--- config.mk ---
export PLATFORM = sky130hd
export DESIGN_NAME = dpqmm_cfg_regs
export DESIGN_NICKNAME = d
export VERILOG_FILES = /design/src/design/dpqmm_pkg.sv /design/src/design/dpqmm_cfg_regs.sv
export SDC_FILE = /design/constraint.sdc
export NUM_CORES = 1
export LEC_CHECK = 0
export ABC_AREA = 1
export BUFFER_PORTS_ARGS = -buffer_cell sky130_fd_sc_hd__buf_2
export CAP_MARGIN = 20
export CORE_MARGIN = 2
export CORE_UTILIZATION = 46
export DETAILED_ROUTE_END_ITERATION = 8
export PLACE_DENSITY = 0.74
export SLEW_MARGIN = 10
export SYNTH_ARGS = -nofsm -noshare
export SYNTH_HDL_FRONTEND = slang
export SYNTH_SLANG_ARGS = --single-unit
--- constraint.sdc ---
create_clock -name clk -period 0.8 [get_ports clk]
set_input_delay 0.08 -clock clk [delete_from_list [all_inputs] [get_ports clk]]
set_output_delay 0.08 -clock clk [all_outputs]
set_load 0.01 [all_outputs]
--- src/design/dpqmm_pkg.sv ---
// ----------------------------------------------------------------------------
// dpqmm_pkg - shared types and constants for the dual pid quad motor mixer
// field widths, register codes, reset values and pipeline structs
// ----------------------------------------------------------------------------
package dpqmm_pkg;

  localparam int FRAC_BITS  = 8;
  localparam int ANG_W      = 16;
  localparam int GAIN_W     = 16;
  localparam int ERR_W      = 17;
  localparam int SUM_W      = 18;
  localparam int DIFF_W     = 18;
  localparam int PROD_W     = 35;
  localparam int TERM_W     = PROD_W - FRAC_BITS;
  localparam int PID_W      = TERM_W + 2;
  localparam int MIX_W      = PID_W + 2;
  localparam int MOT_W      = 15;
  localparam int CFG_IDX_W  = 3;
  localparam int IN_DATA_W  = 80;
  localparam int OUT_DATA_W = 64;

  localparam logic [MOT_W-1:0] FULL_SCALE = 15'd25600;

  // register indexes
  typedef enum logic [CFG_IDX_W-1:0] {
    REG_PITCH_KP  = 3'd0,
    REG_PITCH_KI  = 3'd1,
    REG_PITCH_KD  = 3'd2,
    REG_ROLL_KP   = 3'd3,
    REG_ROLL_KI   = 3'd4,
    REG_ROLL_KD   = 3'd5,
    REG_INT_LIMIT = 3'd6
  } cfg_idx_t;

  localparam logic [GAIN_W-1:0] KP_RST    = 16'd512;
  localparam logic [GAIN_W-1:0] KI_RST    = 16'd128;
  localparam logic [GAIN_W-1:0] KD_RST    = 16'd26;
  localparam logic [GAIN_W-1:0] LIMIT_RST = 16'd51200;

  typedef struct packed {
    logic [GAIN_W-1:0] kp;
    logic [GAIN_W-1:0] ki;
    logic [GAIN_W-1:0] kd;
  } axis_gain_t;

  typedef struct packed {
    axis_gain_t        pitch;
    axis_gain_t        roll;
    logic [GAIN_W-1:0] int_limit;
  } cfg_t;

  typedef struct packed {
    logic adv;
    logic vld;
  } pipe_ctl_t;

  typedef struct packed {
    logic signed [ANG_W-1:0] meas_roll;
    logic signed [ANG_W-1:0] meas_pitch;
    logic signed [ANG_W-1:0] tgt_roll;
    logic signed [ANG_W-1:0] tgt_pitch;
    logic signed [ANG_W-1:0] throttle;
  } in_item_t;

  typedef struct packed {
    logic signed [ERR_W-1:0]  err;
    logic signed [SUM_W-1:0]  sum;
    logic signed [DIFF_W-1:0] diff;
  } axis_err_t;

  typedef struct packed {
    logic [MOT_W-1:0] thr;
    axis_err_t        pitch;
    axis_err_t        roll;
  } err_item_t;

  typedef struct packed {
    logic signed [TERM_W-1:0] p;
    logic signed [TERM_W-1:0] i;
    logic signed [TERM_W-1:0] d;
  } axis_terms_t;

  typedef struct packed {
    logic [MOT_W-1:0] thr;
    axis_terms_t      pitch;
    axis_terms_t      roll;
  } term_item_t;

  typedef struct packed {
    logic [MOT_W-1:0] front_left;
    logic [MOT_W-1:0] front_right;
    logic [MOT_W-1:0] back_left;
    logic [MOT_W-1:0] back_right;
  } motor_item_t;

endpackage

--- src/design/dpqmm_cfg_regs.sv ---
// ----------------------------------------------------------------------------
// dpqmm_cfg_regs - gain and limit registers
// write-only register file, writes to unused indexes are dropped
// ----------------------------------------------------------------------------
module dpqmm_cfg_regs (
  input  logic                           clk,
  input  logic                           rst_n,
  input  logic                           cfg_wr_en,
  input  logic [dpqmm_pkg::CFG_IDX_W-1:0] cfg_index,
  input  logic [dpqmm_pkg::GAIN_W-1:0]   cfg_wdata,
  output dpqmm_pkg::cfg_t                cfg
);
  import dpqmm_pkg::*;

  cfg_t cfg_r, cfg_nxt;

  always_comb begin
    cfg_nxt = cfg_r;
    if (cfg_wr_en) begin
      unique case (cfg_idx_t'(cfg_index))
        REG_PITCH_KP:  cfg_nxt.pitch.kp  = cfg_wdata;
        REG_PITCH_KI:  cfg_nxt.pitch.ki  = cfg_wdata;
        REG_PITCH_KD:  cfg_nxt.pitch.kd  = cfg_wdata;
        REG_ROLL_KP:   cfg_nxt.roll.kp   = cfg_wdata;
        REG_ROLL_KI:   cfg_nxt.roll.ki   = cfg_wdata;
        REG_ROLL_KD:   cfg_nxt.roll.kd   = cfg_wdata;
        REG_INT_LIMIT: cfg_nxt.int_limit = cfg_wdata;
        default:       cfg_nxt = cfg_r;
      endcase
    end
  end

  always_ff @(posedge clk) begin
    if (!rst_n) begin
      cfg_r.pitch.kp  <= KP_RST;
      cfg_r.pitch.ki  <= KI_RST;
      cfg_r.pitch.kd  <= KD_RST;
      cfg_r.roll.kp   <= KP_RST;
      cfg_r.roll.ki   <= KI_RST;
      cfg_r.roll.kd   <= KD_RST;
      cfg_r.int_limit <= LIMIT_RST;
    end else begin
      cfg_r <= cfg_nxt;
    end
  end

  assign cfg = cfg_r;

endmodule

==> results.ini, run 1 <==
[floorplanning]
fp.coreArea_um2 = 9330
num_rows = 35
io_pins = 134
chipHeight_um = 102
die_area_um2 = 10500
initial_core_util_pct = 47.8
die_w_um = 102

[power]
vdd_ir_drop_max_uv = 1080
power_density_nw_per_um2 = 1690
internal_power_mw = 8.62
power.leakage_nw = 3.13
power_mw = 11.6
switching_share_pct = 25.7
seq_power_share_pct = 51.4
clock_power_share_pct = 32.5
p_comb_share_pct = 16.1
switching_power_mw = 2.98

[finish]
n_fill_cell = 693
layout-drive-gt1-share_pct = 41.6
finalNetCount = 816
multi_input_area_um2 = 1940
seqCellArea_um2 = 2380
syn2layout_area_growth_pct = 54.2
n_antenna_cell = 0
largest_register_ffs = 112

[clock_tree]
h-tree-depth = 3
cts_root_buffer = clkbuf_8
numCtsBuffers = 9
cts.sinks = 112
clkTransAtPathRegs_ns = 0.10
cts_tree = yes
clock_latency_ns = 0.36
cts_buffer_depth = 2

[route]
vias = 4774
ant_nets = 0
postRouteWirelength_um = 14600
dr.pass1.iters = 5
detail_route.iter0.violations = 237
vias_per_cell = 5.15
wl_per_cell_um = 15.7
drc = 0

[grt]
grt_pass1_wl_um = 22300
grt_start_max_net_pins = 32
grt_util_all_layers_pct = 28.1
grt_pass1_vias = 4645
gr-total-overflow = 0
antenna_found_initial = 0

[sta]
slew-limit-headroom_pct = 74.3
fin_crit_ns = 0.926
skew_ns = 0
clock.fmax_mhz = 1080
setup_slack_ns = -0.126
worst_hold_slack_ns = 0.0280
fin_setup_tns_ns = -11.20
worst_pin_slew_ns = 0.384
setup_violations = 112
finalMaxSlewViolations = 0
rsz0062_at_grt = true
fin_crit_sh_pct = 116
hold_viol_final = 0

[setup_path]
regToRegStartpoint = cfg[93]
crit_arrival_ns = 0.85
cp_slowest_stage_delay_ns = 0.37
cp.required_ns = 0.72
slowest_stage = dfxtp_2
critPathTopFamily = flip-flops
critPathKind = flop to output pin
critical_path_cell_count = 1
cp_max_fo = 2
crit_chain = buf_6
crit_start = cfg[87]
start_kind = flop
end_kind = output pin
critical_path_buf_inv_count = 1
reg2regPathDepth = 4

[synthesis]
syn_area_per_cell_um2 = 7.08
ys_ff_latch = 112
synth_nets = 651
synthesis.area_um2 = 4450
syn_inst = 629
yosys_warnings = 0
synth_cell_types = 15
yosysSeqAreaShare_pct = 50.3

[min_path]
hp-class = input pin to flop
hold_start = rst_n
hold_depth = 3

[place]
dp.final_hpwl_um = 9190
place_congestion = 0.817
post-place-ws_ns = -0.280
io_buffers = 133

[status]
status = finished, violations left
violations = setup timing

[run]
maxCapViolations = 0

## cell type report
| class | instances | area share, % |
|---|---|---|
| inverters | 22 | 1.20 |
| well taps | 129 | 2.35 |
| clock buffers | 12 | 2.26 |
| multi-input cells | 457 | 28.2 |
| repair buffers | 192 | 30.3 |
| clock inverters | 3 | 0.948 |
| flip-flops and latches | 112 | 34.7 |
## through the flow
stage,util (%),std cells,cell area [µm²]
3_3_place_gp,60.7,894,5660
3_5_place_dp,60.7,894,5660
4_1_cts,73.0,920,6810
5_1_grt,73.6,927,6870
6_report,73.6,927,6870
2_1_floorplan,-,629,4450
## cell usage in the layout (no fill, tap or decap)
| master | instances |
|---|---|
| nor2_4 | 9 |
| buf_6 | 112 |
| nor2_1 | 197 |
| dlygate4sd3_1 | 3 |
| nand2_1 | 132 |
| clkbuf_8 | 11 |
| dfxtp_2 | 112 |
| clkinv_2 | 1 |
| bufinv_16 | 2 |
| inv_1 | 19 |
| buf_12 | 21 |
| inv_2 | 3 |
| buf_2 | 20 |
| nor2_2 | 3 |
| o21ai_0 | 2 |
| nand3_1 | 112 |
| buf_4 | 36 |
| clkbuf_1 | 1 |
| nand2_2 | 2 |
## per-layer routing
layer | vias to the layer above | share of wire (%) | global-route usage [%]
met5 | - | 0 | 0
met4 | 0 | 2.8 | 13.6
met3 | 32 | 6.3 | 4.92
met2 | 210 | 52 | 49.9
met1 | 2232 | 39 | 32.7
li1 | 2300 | - | -
## cell families (layout without fill, tap and decap cells)
family | count (synthesis) | in the layout | synth area share [%]
compound gates | 2 | 2 | 0.225
buf+inv | 60 | 229 | 6.43
flops | 112 | 112 | 50.3
simple gates | 455 | 455 | 43.0
## power by group through the flow
stage	clock network [mW]	registers, mW	logic (mW)
floorplan	0	6.08	0.736
global placement	0	6.00	1.53
CTS	3.77	5.96	1.81
global route	3.98	5.98	2.01
detailed placement	0	6.00	1.56
finish	3.76	5.96	1.87
## worst paths after layout
check / end / slack, ns
min reg2reg: cfg[14] / 0.48
max: cfg[87] / -0.13
min: cfg[96] / 0.03
max reg2reg: cfg[93] / 0.01
## repair_timing
| item | 4_1_cts | 5_1_grt |
|---|---|---|
| setup buffers | 8 | 7 |
| resized for setup | 225 | 1 |
| hold buffers | 3 | 0 |
| hold endpoints to repair | 3 | 0 |
| pin swaps | 0 | 1 |
| setup endpoints to repair | 112 | 112 |
## cells in the mapped netlist (all sizes together)
library cell	number	area [µm²]
nand3	112	561
o21ai	2	10.0
buf	33	185
dfxtp	112	2240
nand2	134	508
nor2	209	847
inv	22	82.6
clkbuf	5	18.8
Power figures use the tool's default switching activity.
==> run 2, diff against run 1 <==
- CORE_ASPECT_RATIO: not set -> 0.75
- GPL_TIMING_DRIVEN: not set -> 0
==> run 2 against run 1 <==
  * The run still ends with setup timing left
  * Design area fell by 1.5%
  * Flip-flop and latch count did not move
  * Final cell count rose by 2.4%
  * Clock skew did not move
  * Clock power rose by 8.2%
  * First-iteration DRC count rose by 66%
  * Combinational power fell by 6%
  * Routed wire length rose by 4.5%
  * Largest cell class unchanged
==> results.ini, run 2 (synthesized netlist as in run 1, its figures left out) <==
[sta]
fin_crit_sh_pct = 112
setup_slack_ns = -0.0965
rsz0062_at_grt = true
slew-limit-headroom_pct = 62.6
hold_viol_final = 0
clock.fmax_mhz = 1120
setup_violations = 112
finalMaxSlewViolations = 0
skew_ns = 0
worst_pin_slew_ns = 0.561
fin_crit_ns = 0.897

[finish]
final_common_cell = nor2_1
final_cell_area_um2 = 6760
largest_register_ffs = 112
final_core_util_pct = 70.8
n_antenna_cell = 0
final_cells = 949
syn2layout_area_growth_pct = 51.8
layout-drive-gt1-share_pct = 40.9
finalNetCount = 836
final_cell_mix = 197 x nor2_1, 131 x nand2_1, 115 x buf_6
n_fill_cell = 749

[setup_path]
crit_arrival_ns = 0.82
end_kind = output pin
critical_path_buf_inv_count = 1
cp_max_fo = 2
slowest_stage = dfxtp_2
cp.required_ns = 0.72
crit_chain = buf_6
critical_path_cell_count = 1
cp_slowest_stage_delay_ns = 0.36
reg2regPathDepth = 3
critPathKind = flop to output pin
start_kind = flop
critPathTopFamily = flip-flops

[grt]
grt_pass1_vias = 4605
antenna_found_initial = 0
grt_start_max_net_pins = 16
grt_util_all_layers_pct = 28.7
gr-total-overflow = 0
grt_pass1_wl_um = 23200

[floorplanning]
chipHeight_um = 89.2
io_pins = 134
initial_core_util_pct = 46.7
die_area_um2 = 10500
die_w_um = 118
num_rows = 31
fp.coreArea_um2 = 9540

[clock_tree]
cts_tree = yes
h-tree-depth = 3
cts.sinks = 112
clkTransAtPathRegs_ns = 0.07
clock_latency_ns = 0.34
cts_root_buffer = clkbuf_16
cts_buffer_depth = 2
numCtsBuffers = 9

[power]
power_density_nw_per_um2 = 1740
switching_share_pct = 25.8
clock_power_share_pct = 34.5
seq_power_share_pct = 50.6
internal_power_mw = 8.75
vdd_ir_drop_max_uv = 1070
p_comb_share_pct = 14.9
power.leakage_nw = 3.12
switching_power_mw = 3.05

[route]
drc = 0
vias_per_cell = 5.21
vias = 4948
detail_route.iter0.violations = 393
ant_nets = 0
wl_per_cell_um = 16.1
postRouteWirelength_um = 15300
dr.pass1.iters = 5

[place]
place_congestion = 0.901
place_area_um2 = 5280
io_buffers = 132
dp_cells = 893
dp.final_hpwl_um = 9840

[min_path]
hp-class = input pin to flop
hold_depth = 3

[status]
status = finished, violations left
violations = setup timing

[run]
maxCapViolations = 0

-- run 2: final timing paths --
kind           startpoint  endpoint  slack (ns)
max reg2reg       cfg[93]   cfg[93]        0.04
min reg2reg       cfg[82]   cfg[82]        0.49
max               cfg[57]   cfg[57]        -0.1
min          cfg_wdata[9]   cfg[57]       0.006
-- run 2: worst reg2reg max path: stages, from the launching register on --
cell and delay, ns:
dfxtp_2 0.33, buf_4 0.13, nor2_1 0.13, nor2_1 0.07
-- run 2: metal layers --
metal | global-route usage (%) | vias up | share of wire [%]
met3 | 8.80 | 48 | 11
met1 | 35.0 | 2290 | 39
li1 | - | 2333 | -
met2 | 48.0 | 277 | 47
met4 | 12.6 | 0 | 3.2
met5 | 0 | - | 0
-- run 2: power by group through the flow --
stage / combinational, mW / clock [mW] / sequential [mW]
global route: 1.89 / 4.31 / 5.98
global placement: 1.32 / 0 / 6.00
CTS: 1.63 / 4.07 / 5.96
detailed placement: 1.34 / 0 / 6.00
floorplan: 0.736 / 0 / 6.08
finish: 1.75 / 4.07 / 5.97
-- run 2: what timing repair did --
item,in CTS,in global routing
pin swaps,0,8
gates resized for setup,224,19
hold buffers,9,0
hold endpoints to repair,9,0
setup buffers,12,22
setup endpoints to repair,112,205
-- run 2: cell type report --
| cell class | instances | area [µm²] | share of cell area [%] |
|---|---|---|---|
| timing repair buffer | 174 | 1700 | 25.1 |
| multi-input combinational | 457 | 1950 | 28.8 |
| inverter | 22 | 85.1 | 1.26 |
| clock inverter | 1 | 5.00 | 0.0740 |
| tap | 132 | 165 | 2.44 |
| clock buffer | 13 | 250 | 3.70 |
| sequential | 112 | 2380 | 35.2 |
| buffer | 38 | 228 | 3.37 |
-- run 2: metrics by stage --
stage | worst slack, ns | power, mW | setup TNS (ns) | hold WS [ns]
6_report | -0.0965 | 11.8 | -7.74 | 0.00564
5_1_grt | -0.119 | 12.2 | -10.11 | 0.0299
4_1_cts | -0.0893 | 11.7 | -7.65 | 0.00175
3_5_place_dp | -0.355 | 7.35 | -32.84 | 0.325
3_3_place_gp | -0.363 | 7.31 | -31.95 | 0.312
2_1_floorplan | 0.00810 | 6.82 | 0 | 0.193
==> run 3, diff against run 2 <==
- CORE_ASPECT_RATIO: 0.75 -> not set
==> run 3 against run 2 <==
  * The run still ends with setup timing left
  * Clock skew unchanged
  * Critical path type unchanged
  * Routed wire length shrank 4.1%
  * Final cell count shrank 1.8%
  * Critical path depth did not move
  * Clock-buffer cell count is 2 lower
  * Flip-flop and latch count is the same
==> results.ini, run 3 (synthesized netlist as in run 1, its figures left out) <==
[status]
status = finished, violations left
violations = setup timing

[grt]
grt_util_all_layers_pct = 28.1
grt_pass1_wl_um = 22200
gr-total-overflow = 0
grt_pass1_vias = 4502
grt_start_max_net_pins = 19
antenna_found_initial = 1

[setup_path]
critical_path_cell_count = 1
crit_chain = buf_6
slowest_stage = dfxtp_2
end_kind = output pin
cp.required_ns = 0.72
reg2regPathDepth = 3
crit_arrival_ns = 0.85
cp_max_fo = 2
critPathTopFamily = flip-flops
start_kind = flop
rrSetupSlack_ns = 0.03
cp_slowest_stage_delay_ns = 0.38
critPathKind = flop to output pin
critical_path_buf_inv_count = 1

[sta]
finalMaxSlewViolations = 0
fin_setup_tns_ns = -11.64
skew_ns = 0
slew-limit-headroom_pct = 65.0
clock.fmax_mhz = 1070
setup_slack_ns = -0.133
rsz0062_at_grt = true
setup_violations = 112
fin_crit_ns = 0.933
worst_pin_slew_ns = 0.525
hold_viol_final = 0
fin_crit_sh_pct = 117
worst_hold_slack_ns = 0.0473

[clock_tree]
cts_root_buffer = clkbuf_8
h-tree-depth = 3
cts.sinks = 112
numCtsBuffers = 9
cts_tree = yes
clock_latency_ns = 0.36
clkTransAtPathRegs_ns = 0.10
cts_buffer_depth = 2

[route]
drc = 0
dr.pass1.iters = 6
vias = 4772
detail_route.iter0.violations = 324
wl_per_cell_um = 15.7
postRouteWirelength_um = 14600
ant_nets = 0
vias_per_cell = 5.12

[power]
seq_power_share_pct = 55.2
vdd_ir_drop_max_uv = 907
internal_power_mw = 7.78
switching_share_pct = 27.9
power_density_nw_per_um2 = 1650
power.leakage_nw = 3.00
clock_power_share_pct = 29.1
power_mw = 10.8
p_comb_share_pct = 15.6
switching_power_mw = 3.02

[finish]
final_core_util_pct = 70.1
final_common_cell = nor2_1
finalNetCount = 820
final_cells = 932
final_cell_mix = 197 x nor2_1, 132 x nand2_1, 115 x buf_6
final_cell_area_um2 = 6540
largest_register_ffs = 112
n_antenna_cell = 0
layout-drive-gt1-share_pct = 40.0
syn2layout_area_growth_pct = 46.9

[floorplanning]
chipHeight_um = 102
io_pins = 134
initial_core_util_pct = 47.8
die_w_um = 102
num_rows = 35
fp.coreArea_um2 = 9330
die_area_um2 = 10500

[place]
place_congestion = 0.808
io_buffers = 132
place_area_um2 = 5280
post-place-ws_ns = -0.346
dp_cells = 890
dp.final_hpwl_um = 9700

[run]
maxCapViolations = 0

[min_path]
hp-class = input pin to flop
hold_depth = 3

run 3: changes by cell type in the layout (fill, tap and decap cells not counted), sizes merged:
cell,previous run,this run
buf,192,180
clkbuf,24,19
clkinvlp,0,3
dlygate4sd3,9,8
inv,22,23
run 3: path summary, 6_finish.rpt:
| check | start | endpoint |
|---|---|---|
| setup / recovery | cfg[87] | cfg[87] |
| setup reg to reg | cfg[91] | cfg[91] |
| hold / removal | rst_n | cfg[97] |
| hold reg to reg | cfg[11] | cfg[11] |
run 3: repair_timing:
item / in CTS / in global routing
hold endpoints to repair: 13 / 0
hold buffers: 8 / 0
pin swaps: 0 / 6
setup buffers: 10 / 10
resized for setup: 224 / 9
endpoints found under the setup margin: 112 / 173
run 3: final cells by class:
| class | count | area, µm² |
|---|---|---|
| Sequential cell | 112 | 2380 |
| Tap cell | 129 | 161 |
| Multi-Input combinational cell | 457 | 1940 |
| Fill cell | 753 | 2790 |
| Inverter | 22 | 82.6 |
| Clock inverter | 5 | 40.0 |
| Clock buffer | 11 | 141 |
| Timing Repair Buffer | 158 | 1580 |
| Buffer | 38 | 211 |
run 3: layer usage:
metal  vias to the layer above  routed length, µm  global-route usage (%)
li1                       2302                  -                       -
met1                      2191               5740                    33.0
met2                       222               7170                    49.8
met3                        57               1190                    6.29
met4                         0                528                    10.7
met5                         -                  0                       0
run 3: power by group through the flow:
stage / combinational, mW / clock [mW] / sequential (mW)
after floorplan: 0.736 / 0 / 6.08
after global routing: 1.84 / 3.41 / 5.98
after CTS: 1.62 / 3.18 / 5.95
after global placement: 1.32 / 0 / 5.99
final: 1.69 / 3.14 / 5.96
after detailed placement: 1.34 / 0 / 6.00
