`src/design/dpqmm_pkg.sv`:
```
// ----------------------------------------------------------------------------
// dpqmm_pkg - shared types and constants for the dual pid quad motor mixer
// field widths, register codes, reset values and pipeline structs
// ----------------------------------------------------------------------------
package dpqmm_pkg;

  localparam int FRAC_BITS  = 8;
  localparam int ANG_W      = 16;
  localparam int GAIN_W     = 16;
  localparam int ERR_W      = 17;
  localparam int SUM_W      = 18;
  localparam int DIFF_W     = 18;
  localparam int PROD_W     = 35;
  localparam int TERM_W     = PROD_W - FRAC_BITS;
  localparam int PID_W      = TERM_W + 2;
  localparam int MIX_W      = PID_W + 2;
  localparam int MOT_W      = 15;
  localparam int CFG_IDX_W  = 3;
  localparam int IN_DATA_W  = 80;
  localparam int OUT_DATA_W = 64;

  localparam logic [MOT_W-1:0] FULL_SCALE = 15'd25600;

  // register indexes
  typedef enum logic [CFG_IDX_W-1:0] {
    REG_PITCH_KP  = 3'd0,
    REG_PITCH_KI  = 3'd1,
    REG_PITCH_KD  = 3'd2,
    REG_ROLL_KP   = 3'd3,
    REG_ROLL_KI   = 3'd4,
    REG_ROLL_KD   = 3'd5,
    REG_INT_LIMIT = 3'd6
  } cfg_idx_t;

  localparam logic [GAIN_W-1:0] KP_RST    = 16'd512;
  localparam logic [GAIN_W-1:0] KI_RST    = 16'd128;
  localparam logic [GAIN_W-1:0] KD_RST    = 16'd26;
  localparam logic [GAIN_W-1:0] LIMIT_RST = 16'd51200;

  typedef struct packed {
    logic [GAIN_W-1:0] kp;
    logic [GAIN_W-1:0] ki;
    logic [GAIN_W-1:0] kd;
  } axis_gain_t;

  typedef struct packed {
    axis_gain_t        pitch;
    axis_gain_t        roll;
    logic [GAIN_W-1:0] int_limit;
  } cfg_t;

  typedef struct packed {
    logic adv;
    logic vld;
  } pipe_ctl_t;

  typedef struct packed {
    logic signed [ANG_W-1:0] meas_roll;
    logic signed [ANG_W-1:0] meas_pitch;
    logic signed [ANG_W-1:0] tgt_roll;
    logic signed [ANG_W-1:0] tgt_pitch;
    logic signed [ANG_W-1:0] throttle;
  } in_item_t;

  typedef struct packed {
    logic signed [ERR_W-1:0]  err;
    logic signed [SUM_W-1:0]  sum;
    logic signed [DIFF_W-1:0] diff;
  } axis_err_t;

  typedef struct packed {
    logic [MOT_W-1:0] thr;
    axis_err_t        pitch;
    axis_err_t        roll;
  } err_item_t;

  typedef struct packed {
    logic signed [TERM_W-1:0] p;
    logic signed [TERM_W-1:0] i;
    logic signed [TERM_W-1:0] d;
  } axis_terms_t;

  typedef struct packed {
    logic [MOT_W-1:0] thr;
    axis_terms_t      pitch;
    axis_terms_t      roll;
  } term_item_t;

  typedef struct packed {
    logic [MOT_W-1:0] front_left;
    logic [MOT_W-1:0] front_right;
    logic [MOT_W-1:0] back_left;
    logic [MOT_W-1:0] back_right;
  } motor_item_t;

endpackage

```
`src/design/dpqmm_err_stage.sv`:
```
// ----------------------------------------------------------------------------
// dpqmm_err_stage - error, clamped integral and derivative per axis
// holds the integral and previous-error state, clamps the throttle
// ----------------------------------------------------------------------------
module dpqmm_err_stage (
  input  logic                          clk,
  input  logic                          rst_n,
  input  dpqmm_pkg::pipe_ctl_t          ctl,
  input  dpqmm_pkg::in_item_t           in_item,
  input  logic [dpqmm_pkg::GAIN_W-1:0]  int_limit,
  output dpqmm_pkg::err_item_t          err_item
);
  import dpqmm_pkg::*;

  logic signed [SUM_W-1:0] pitch_sum_r, roll_sum_r;
  logic signed [ERR_W-1:0] pitch_prev_r, roll_prev_r;
  err_item_t               err_item_r, err_item_nxt;

  function automatic axis_err_t axis_update(
    input logic signed [ANG_W-1:0] tgt,
    input logic signed [ANG_W-1:0] meas,
    input logic signed [SUM_W-1:0] sum,
    input logic signed [ERR_W-1:0] prev,
    input logic [GAIN_W-1:0]       lim
  );
    logic signed [ERR_W-1:0]  e;
    logic signed [SUM_W:0]    full;
    logic signed [SUM_W:0]    hi;
    logic signed [SUM_W:0]    lo;
    axis_err_t                r;
    e    = $signed({tgt[ANG_W-1], tgt}) - $signed({meas[ANG_W-1], meas});
    full = $signed({sum[SUM_W-1], sum}) + $signed({{2{e[ERR_W-1]}}, e});
    hi   = $signed({3'b000, lim});
    lo   = -hi;
    r.err = e;
    if (full > hi)      r.sum = hi[SUM_W-1:0];
    else if (full < lo) r.sum = lo[SUM_W-1:0];
    else                r.sum = full[SUM_W-1:0];
    r.diff = $signed({e[ERR_W-1], e}) - $signed({prev[ERR_W-1], prev});
    return r;
  endfunction

  always_comb begin
    err_item_nxt.pitch = axis_update(in_item.tgt_pitch, in_item.meas_pitch,
                                     pitch_sum_r, pitch_prev_r, int_limit);
    err_item_nxt.roll  = axis_update(in_item.tgt_roll, in_item.meas_roll,
                                     roll_sum_r, roll_prev_r, int_limit);
    // throttle limited to 0..100 percent
    if (in_item.throttle[ANG_W-1])
      err_item_nxt.thr = '0;
    else if (in_item.throttle > $signed({1'b0, FULL_SCALE}))
      err_item_nxt.thr = FULL_SCALE;
    else
      err_item_nxt.thr = in_item.throttle[MOT_W-1:0];
  end

  // loop state moves only with a real transaction
  always_ff @(posedge clk) begin
    if (!rst_n) begin
      pitch_sum_r  <= '0;
      roll_sum_r   <= '0;
      pitch_prev_r <= '0;
      roll_prev_r  <= '0;
    end else if (ctl.adv && ctl.vld) begin
      pitch_sum_r  <= err_item_nxt.pitch.sum;
      roll_sum_r   <= err_item_nxt.roll.sum;
      pitch_prev_r <= err_item_nxt.pitch.err;
      roll_prev_r  <= err_item_nxt.roll.err;
    end
  end

  always_ff @(posedge clk) begin
    if (ctl.adv) err_item_r <= err_item_nxt;
  end

  assign err_item = err_item_r;

endmodule

```
`config.mk`:
```
export PLATFORM = sky130hd
export DESIGN_NAME = dpqmm_err_stage
export DESIGN_NICKNAME = d
export VERILOG_FILES = /design/src/design/dpqmm_pkg.sv /design/src/design/dpqmm_err_stage.sv
export SDC_FILE = /design/constraint.sdc
export NUM_CORES = 1
export LEC_CHECK = 0
export ABC_CLOCK_PERIOD_IN_PS = 10570
export BUFFER_PORTS_ARGS = -buffer_cell sky130_fd_sc_hd__buf_2
export CAP_MARGIN = 10
export CORE_UTILIZATION = 47
export DETAILED_ROUTE_END_ITERATION = 8
export GPL_ROUTABILITY_DRIVEN = 0
export PLACE_DENSITY_LB_ADDON = 0.1
export SETUP_SLACK_MARGIN = 0.2
export SYNTH_ARGS = -nofsm -noshare
export SYNTH_HDL_FRONTEND = slang
export SYNTH_SLANG_ARGS = --single-unit
```
`constraint.sdc`:
```
create_clock -name clk -period 10.57 [get_ports clk]
set_input_delay 2.114 -clock clk [delete_from_list [all_inputs] [get_ports clk]]
set_output_delay 2.114 -clock clk [all_outputs]
set_load 0.02 [all_outputs]
```
==> results of run 1 <==
## registers in the layout (all words and copies together), names as in the netlist
| signal | count |
|---|---|
| roll_prev_r | 17 |
| pitch_prev_r | 17 |
| roll_sum_r | 18 |
| err_item | 121 |
| pitch_sum_r | 18 |
## worst reg2reg max path: cells and delay by family (launching register included)
family	cells	cell delay (ps)
muxes	1	440
AOI/OAI and AO/OA	9	1900
buffers and inverters	1	60
and+or+nand+nor	3	920
adders and majority gates	3	970
xor gates and xnor gates	1	420
DFF	1	340
## area by class of cell
cell class / instances / area (um^2) / share of cell area, %
Timing Repair Buffer: 229 / 1171 / 7.405
Tap cell: 384 / 480.5 / 3.038
Multi-Input combinational cell: 1117 / 8044 / 50.86
Sequential cell: 191 / 5035 / 31.84
Inverter: 133 / 499.2 / 3.157
Clock inverter: 13 / 152.6 / 0.9652
Clock buffer: 19 / 432.9 / 2.737
## worst paths after layout
path	from	to	cells after the start
setup / recovery	in_item[16]	err_item[73]	29
hold / removal	roll_prev_r[12]	roll_prev_r[12]	2
setup reg to reg	pitch_sum_r[0]	pitch_sum_r[9]	18
hold reg to reg	roll_prev_r[12]	roll_prev_r[12]	2
## cell usage after synthesis, types with 14 or more instances
| cell type | count | area share [%] |
|---|---|---|
| ha_1 | 173 | 16 |
| inv_1 | 132 | 3.6 |
| edfxtp_1 | 121 | 26 |
| a21oi_1 | 115 | 4.2 |
| nor2_1 | 112 | 3.1 |
| nand2_1 | 110 | 3.0 |
| o21ai_0 | 78 | 2.8 |
| dfxtp_1 | 70 | 10 |
| xnor2_1 | 64 | 4.1 |
| clkbuf_1 | 41 | 1.1 |
| a21o_1 | 37 | 2.0 |
| nor3_1 | 34 | 1.2 |
| nor2b_1 | 29 | 1.3 |
| and3_1 | 26 | 1.2 |
| nand3_1 | 26 | 0.95 |
| xor2_1 | 26 | 1.7 |
| a211oi_1 | 22 | 1.2 |
| o21a_1 | 22 | 1.2 |
| mux2i_1 | 20 | 1.5 |
| a31oi_1 | 18 | 0.82 |
| nand2b_1 | 17 | 0.77 |
| mux2_2 | 14 | 1.1 |
## metrics by stage
stage | util [%] | hold WS (ps)
6_report | 54.95 | 455.5
2_1_floorplan | - | 436.3
4_1_cts | 54.95 | 456.5
3_5_place_dp | 52.92 | 446.7
5_1_grt | 54.95 | 473.1
3_3_place_gp | 52.92 | 442.3
## report_power, final
| group | internal, uW | switching (uW) |
|---|---|---|
| sequential | 1040 | 66.7 |
| clock | 355 | 304 |
| combinational | 778 | 1270 |
## per-layer routing
layer	GRT usage (%)	share of wire (%)	up-vias
met5	0	0	-
met4	9.771	3.0	0
met3	4.420	5.8	58
met2	39.72	44	372
met1	35.44	47	5333
li1	-	-	5783
## layout by cell type (no fill, tap or decap), drive strengths merged, types with 13 or more instances in the layout
cell type / instances
nor4: 13
nor3: 34
nand2b: 17
a31oi: 18
nor2b: 29
mux2i: 20
inv: 138
a21oi: 115
xnor2: 65
o21ai: 80
o21a: 22
buf: 229
xor2: 26
dfxtp: 70
ha: 173
a21o: 37
mux2: 15
and3: 26
nor2: 113
or3: 13
a211oi: 23
edfxtp: 121
nand2: 110
clkbuf: 19
nand3: 26
## kinds of logic after synthesis
kind of cell               share of synthesized area (%)
AOI/OAI and AO/OA                                  18.05
xor gates and xnor gates                           5.847
adders and majority gates                          16.60
buffers and inverters                              5.092
DFF                                                36.59
muxes                                              2.683
and+or+nand+nor                                    15.13
==> metrics, run 1 <==
Post-Syn Area per Cell=a little over 9 um^2; final worst-path cycle share=80.72%; Warnings, synthesis=0; pwr dens=between 200 and 250 nW/um^2; peak supply drop=about 0.15 mV; CTS tree=done; crit-path most repeated cell=o21ai_0; Slew headroom=31.53%; register area share after synthesis=between 30% and 40%; # IOs=~220; Initial DRC Count=around 740; Initial Util=47.81%; Site Rows=62; first-pass GRT wire length=59910 um; cts bufs inserted=17; Reg clk slew, reported paths=80 ps; antenna violations before repair=0; Area after DPL=15230 um^2; dpl hpwl=approximately 29000 um; worst path bufs/invs=4; Worst Path Required=10770 ps; Layout fillers=2641; max cap viols=0; fin cells=roughly 2.1k; Worst-Skew Late Latency=440 ps; FFs w/ async S/R, synth=0%; critical path arrival=8730 ps; critical path endpoint category=register; design area=15820 um^2; Layout Skew=14.60 ps; CTS hold repair buffers=0; top_reg_cell synth=edfxtp_1; Fin Setup TNS=0 ps; drt wl/cell=18.12 um; drt pass-1 iters=5; setup violators final=0; DP Cell Count=approximately 2.1k; CTS H-tree lvls=4; EDFF count, synth=121; GRT Overall Usage=25.55%; actual slew at the worst max-slew pin=1018 ps; DP Worst Slack=1667 ps; worst min-delay path class=reg2reg; Leakage=0.007076 uW; via/cell ratio=between 5 and 6; Tmin final=8533 ps; Die Y=173.1 um; Worst path slowest cell=or4b_2; root buf cell=clkbuf_16; largest net degree at the start of global routing=69; area delta synth->final=14.94%; fin nets=between 1.5k and 2k; Mapped Area=13760 um^2; antenna cells=0; RSZ-0062 raised after global routing=no; total length of routed wires=37790 um; die width=173.1 um; Core ar.=28780 um^2; post-cts resize count=0; max incr delay on CP=660 ps; IO buf count=220; share of post-route cells with drive strength above 1=between 15 and 20%; total power=3810 uW; Total Die Area=29960 um^2; R2R Setup Slk=roughly 5400 ps; FF+latch count, synth=between 150 and 200; setup bufs post-CTS=0; slack of the critical path=2037 ps; Top delay family on crit path=compound AO/OA/AOI/OAI gates; distinct cell type count after synthesis=74; Mapped Nets=around 1.8k; Mapped Cells=1490; Post-route DRC=0; Final Max Slew Viols=0; CTS sink cnt=191; startpoint types=input port; WS Path Type=in2reg; crit path max fanout=24; status=completed; Vias=between 10k and 15k; vias in the first global route=10.98k; post-route ant nets=0; CTS max path bufs=2; Final Hold Viols=0; Max Fclk=roughly 120 MHz; total global routing overflow=0
Power figures use the tool's default switching activity.
==> run 2, diff against run 1 <==
--- a/config.mk
+++ b/config.mk
@@ -5,7 +5,8 @@
 export SDC_FILE = /design/constraint.sdc
 export NUM_CORES = 1
 export LEC_CHECK = 0
-export ABC_CLOCK_PERIOD_IN_PS = 10570
+export ABC_AREA = 1
+export ABC_CLOCK_PERIOD_IN_PS = 6900
 export BUFFER_PORTS_ARGS = -buffer_cell sky130_fd_sc_hd__buf_2
 export CAP_MARGIN = 10
 export CORE_UTILIZATION = 47
==> constraint.sdc (replaced) <==
create_clock -name clk -period 6.9 [get_ports clk]
set_input_delay 1.38 -clock clk [delete_from_list [all_inputs] [get_ports clk]]
set_output_delay 1.38 -clock clk [all_outputs]
set_load 0.02 [all_outputs]
==> metrics, run 2 <==
Final Max Slew Viols=0; Initial Util=between 40% and 50%; RSZ-0062 raised after global routing=no; Mapped Area=14580 um^2; FF+latch count, synth=191; Worst Path Required=7110 ps; Worst path slowest cell=o21ai_0; register area share after synthesis=34.53%; final hold slack=473.3 ps; Initial DRC Count=849; distinct cell type count after synthesis=53; Synth top area share=24.92%; area delta synth->final=15.38%; max cap viols=0; number of flip-flops in the largest register=121; Total Die Area=31740 um^2; Layout Skew=13.69 ps; largest area contributor in the netlist=edfxtp_1; CTS max path bufs=2; Worst-Skew Late Latency=450 ps; CTS sink cnt=191; actual slew at the worst max-slew pin=1123 ps; die width=178.1 um; status=completed; first-pass GRT wire length=64320 um; Post-Syn Area per Cell=7.667 um^2; Mapped Nets=~2.2k; Tmin final=slightly above 6000 ps; drt wl/cell=16.16 um; most common cell in the netlist=nand2_1; total length of routed wires=41130 um; CTS hold repair buffers=0; peak supply drop=0.1442 mV; crit path max fanout=19; synth cell count leaders=nand2_1 (416), inv_1 (297), ha_1 (173); Vias=13.35k; antenna violations before repair=1; setup violators final=0; setup bufs post-CTS=0; Max Fclk=163.4 MHz; CTS tree=done; root buf cell=clkbuf_16; post-cts resize count=0; critical path arrival=6330 ps; EDFF count, synth=around 120; largest net degree at the start of global routing=60; Mapped Cells=between 1.5k and 2k; synth top area cells=edfxtp_1 (25%), ha_1 (15%), nand2_1 (11%); Die Y=about 180 um; # IOs=221; crit-path most repeated cell=nand2_1; Area after DPL=16220 um^2; Warnings, synthesis=0; Fin Setup TNS=0 ps; R2R cell count=19; design area=between 15000 and 20000 um^2; FFs w/ async S/R, synth=0%; worst hold path cell count=2; Leakage=0.008859 uW; dpl hpwl=33020 um; commonest non-fill, non-tap cells in the layout=nand2_1 (416), inv_1 (297), buf_2 (219); worst min-delay path class=reg2reg; CTS H-tree lvls=4; Slew headroom=25.05%; critical path endpoint category=register; fin nets=2415; post-route ant nets=0; max incr delay on CP=approximately 440 ps; total global routing overflow=0; WS Path Type=in2reg; DP Worst Slack=411.8 ps; slack of the critical path=between 700 and 800 ps; cts bufs inserted=17; most common cell after layout, fill and taps aside=nand2_1; GRT Overall Usage=around a quarter; vias in the first global route=12.39k; Reg clk slew, reported paths=approximately 80 ps; Post-route DRC=0; startpoint types=input port; Core ar.=30590 um^2; Site Rows=between 60 and 70; final worst-path cycle share=88.69%; drt pass-1 iters=5; via/cell ratio=5.242; pwr dens=320.9 nW/um^2; share of post-route cells with drive strength above 1=15.45%; Final Hold Viols=0; top_reg_cell synth=edfxtp_1; IO buf count=220
-- run 2: cell types whose count changed after synthesis, sizes merged, moves of 29 or more --
cell,delta
xnor2,-39
a21oi,+44
inv,+168
xor2,+32
a21o,-29
nand2,+327
nor2b,-29
nor2,+51
nand3,+138
-- run 2: final timing paths --
path	startpoint	endpoint	slack, ps
worst min-delay path	pitch_prev_r[2]	pitch_prev_r[2]	470
worst min register to register	pitch_prev_r[2]	pitch_prev_r[2]	470
worst max-delay path	in_item[32]	err_item[18]	780
worst max register to register	roll_sum_r[0]	roll_sum_r[11]	2790
-- run 2: cells by family after synthesis --
family	synth area share (%)
simple gates	24.91
buf+inv	8.949
compound gates	10.91
flops	34.53
fa+ha+maj	15.67
xor+xnor	5.045
-- run 2: where the power goes --
| part | switching, uW | leakage [uW] | internal (uW) | total, uW |
|---|---|---|---|---|
| registers | 71.5 | 0.00177 | 1530 | 1600 |
| logic | 1850 | 0.00680 | 947 | 2790 |
| clock network | 509 | 0.000293 | 497 | 1010 |
| total | 2430 | 0.00886 | 2970 | 5400 |
-- run 2: area by class of cell --
type | instances | area (um^2)
well taps | 396 | 495.5
inverters | 301 | 1130
clock buffers | 18 | 439.2
diodes | 1 | 2.502
fillers | 2955 | 13760
multi-input cells | 1376 | 8243
flip-flops and latches | 191 | 5035
repair buffers | 249 | 1321
clock inverters | 14 | 160.2
-- run 2: worst max-delay path: cells and delay by family --
family	cells	cell delay [ps]
AOI/OAI and AO/OA	5	1090
xor gates and xnor gates	1	420
adders and majority gates	4	1330
buffers and inverters	4	210
and+or+nand+nor	16	1880
-- run 2: per-layer routing --
layer / vias up / part of all wire, % / GRT usage [%]
li1: 6774 / - / -
met3: 59 / 5.9 / 3.645
met5: - / 0 / 0
met4: 0 / 1.9 / 8.048
met1: 6108 / 47 / 36.60
met2: 405 / 45 / 41.80
-- run 2: through the flow --
step / std cells / utilization (%) / power [uW]
3_3_place_gp: 2513 / 53.04 / 4340
2_1_floorplan: 1902 / - / 3593
6_report: 2546 / 55.01 / 5399
5_1_grt: 2546 / 55.01 / 5820
3_5_place_dp: 2513 / 53.04 / 4382
4_1_cts: 2545 / 55.00 / 5410
==> run 3, diff against run 2 <==
--- a/config.mk
+++ b/config.mk
@@ -5,10 +5,8 @@
 export SDC_FILE = /design/constraint.sdc
 export NUM_CORES = 1
 export LEC_CHECK = 0
-export ABC_AREA = 1
 export ABC_CLOCK_PERIOD_IN_PS = 6900
 export BUFFER_PORTS_ARGS = -buffer_cell sky130_fd_sc_hd__buf_2
-export CAP_MARGIN = 10
 export CORE_UTILIZATION = 47
 export DETAILED_ROUTE_END_ITERATION = 8
 export GPL_ROUTABILITY_DRIVEN = 0
==> metrics, run 3 (same netlist as run 1, synthesis figures left out) <==
CTS tree=done; via/cell ratio=5.457; reg2reg start=pitch_sum_r[0]; number of flip-flops in the largest register=roughly 120; max cap viols=0; fin nets=about 2.1k; Layout Skew=13.15 ps; Site Rows=between 60 and 70; GRT Overall Usage=26.06%; Total Die Area=29960 um^2; total global routing overflow=0; Reg clk slew, reported paths=80 ps; Worst Path Required=7100 ps; root buf cell=clkbuf_16; met3 WL=around 2000 um; crit path max fanout=6; Leakage=around 0.008 uW; actual slew at the worst max-slew pin=slightly above 900 ps; CTS max path bufs=2; antenna violations before repair=0; WS Path Type=in2reg; vias in the first global route=11.54k; CTS H-tree lvls=4; R2R Setup Slk=2340 ps; Worst Hold End=roll_prev_r[7]; drt wl/cell=17.73 um; IO buf count=220; Tmin final=6494 ps; status=completed; # IOs=~220; first-pass GRT wire length=approximately 61000 um; Vias=12.12k; Initial DRC Count=838; max incr delay on CP=between 400 and 500 ps; slack of the critical path=between 400 and 500 ps; Initial Util=47.81%; total power=between 6000 and 7000 uW; RSZ-0062 raised after global routing=yes; critical path arrival=6690 ps; worst path bufs/invs=6; DRT met1 WL=18430 um; Final Max Slew Viols=0; share of post-route cells with drive strength above 1=between 20% and 30%; peak supply drop=roughly 0.21 mV; Die Y=approximately 170 um; post-route ant nets=0; Slew headroom=38.56%; Worst path slowest cell=a221o_2; Core ar.=28780 um^2; die width=173.1 um; Worst-Skew Late Latency=450 ps; antenna cells=0; critical path endpoint category=register; commonest non-fill, non-tap cells in the layout=buf_2 (218), ha_1 (166), buf_4 (138); total length of routed wires=39370 um; Max Fclk=154.0 MHz; DP Worst Slack=-260.2 ps; area delta synth->final=25.53%; met2 WL=~17000 um; top routing layer in use=met4; Post-route DRC=0; final worst-path cycle share=between 90% and 100%; R2R cell count=20; worst min-delay path class=reg2reg; drt pass-1 iters=5; RR Endpoint=err_item[83]; startpoint types=input port; hold wc startpoint=roll_prev_r[7]; Final Hold Viols=0; Top delay family on crit path=compound AO/OA/AOI/OAI gates; worst hold path cell count=2; setup violators final=0; dpl hpwl=30640 um; largest net degree at the start of global routing=69; most common cell after layout, fill and taps aside=buf_2; cts bufs inserted=17; pwr dens=378.1 nW/um^2; CTS sink cnt=191
==> run 3: changes by cell type in the layout (fill, tap and decap cells not counted), moves of 22 or more <==
cell / delta
a21oi_1: -47
nand3_1: -128
buf_4: +108
xnor2_1: +33
nor2_1: -54
nor3_1: +22
inv_1: -168
xor2_1: -36
nand2_1: -308
a21o_1: +29
nor2b_1: +29
and3_1: +26
==> run 3: power by group <==
group          switching (uW)  total, uW  internal [uW]  leakage, uW
sequential                110       1700           1590      0.00176
clock                     473        958            485     0.000277
combinational            2130       3870           1740      0.00579
total                    2710       6530           3820      0.00782
==> run 3: per-layer routing <==
layer / GRT usage (%) / vias to the layer above
li1: - / 6049
met1: 35.73 / 5607
met2: 41.55 / 389
met3: 3.848 / 75
met4: 9.882 / 0
met5: 0 / -
==> run 3: area by class of cell <==
class                      instances  area [um^2]
fill                            2588        11510
tap                              384        480.5
timing repair buffer             364         2271
clock buffer                      18        439.2
inverter                         133        501.7
sequential                       191         5035
multi-input combinational       1117         8423
clock inverter                    14        122.6
==> run 3: metrics by stage <==
step / area (um^2) / util [%] / setup TNS [ps] / cells / hold slack (ps)
floorplan: 13840 / - / 0 / 1490 / 436.3
global placement: 16240 / 56.41 / -4664 / 2177 / 440.8
detailed placement: 16240 / 56.41 / -5602 / 2177 / 447.7
CTS: 16800 / 58.36 / 0 / 2209 / 457.3
global route: 17270 / 60.02 / 0 / 2221 / 477.1
finish: 17270 / 60.02 / 0 / 2221 / 455.6
==> run 3: worst max-delay path by stage <==
stage,end,startpoint,slack (ps),cells after the start
after floorplan,err_item[77],in_item[16],200,31
after global routing,err_item[83],in_item[49],150,27
after global placement,roll_sum_r[13],in_item[32],-250,30
after CTS,roll_sum_r[13],in_item[32],290,30
after detailed placement,roll_sum_r[13],in_item[32],-260,30
final,err_item[83],in_item[16],410,29
==> run 3: what timing repair did <==
action,in CTS,in global routing
setup endpoints to repair,3,72
hold buffers,0,0
buffers inserted,0,9
gates cloned,0,3
endpoints found under the hold margin,0,0
pin swaps,0,44
resized for setup,1,88
==> run 3: worst min-delay path, stage by stage (launching register included) <==
cell and delay, ps:
dfxtp_1 310, nand2_1 50, a21oi_1 50
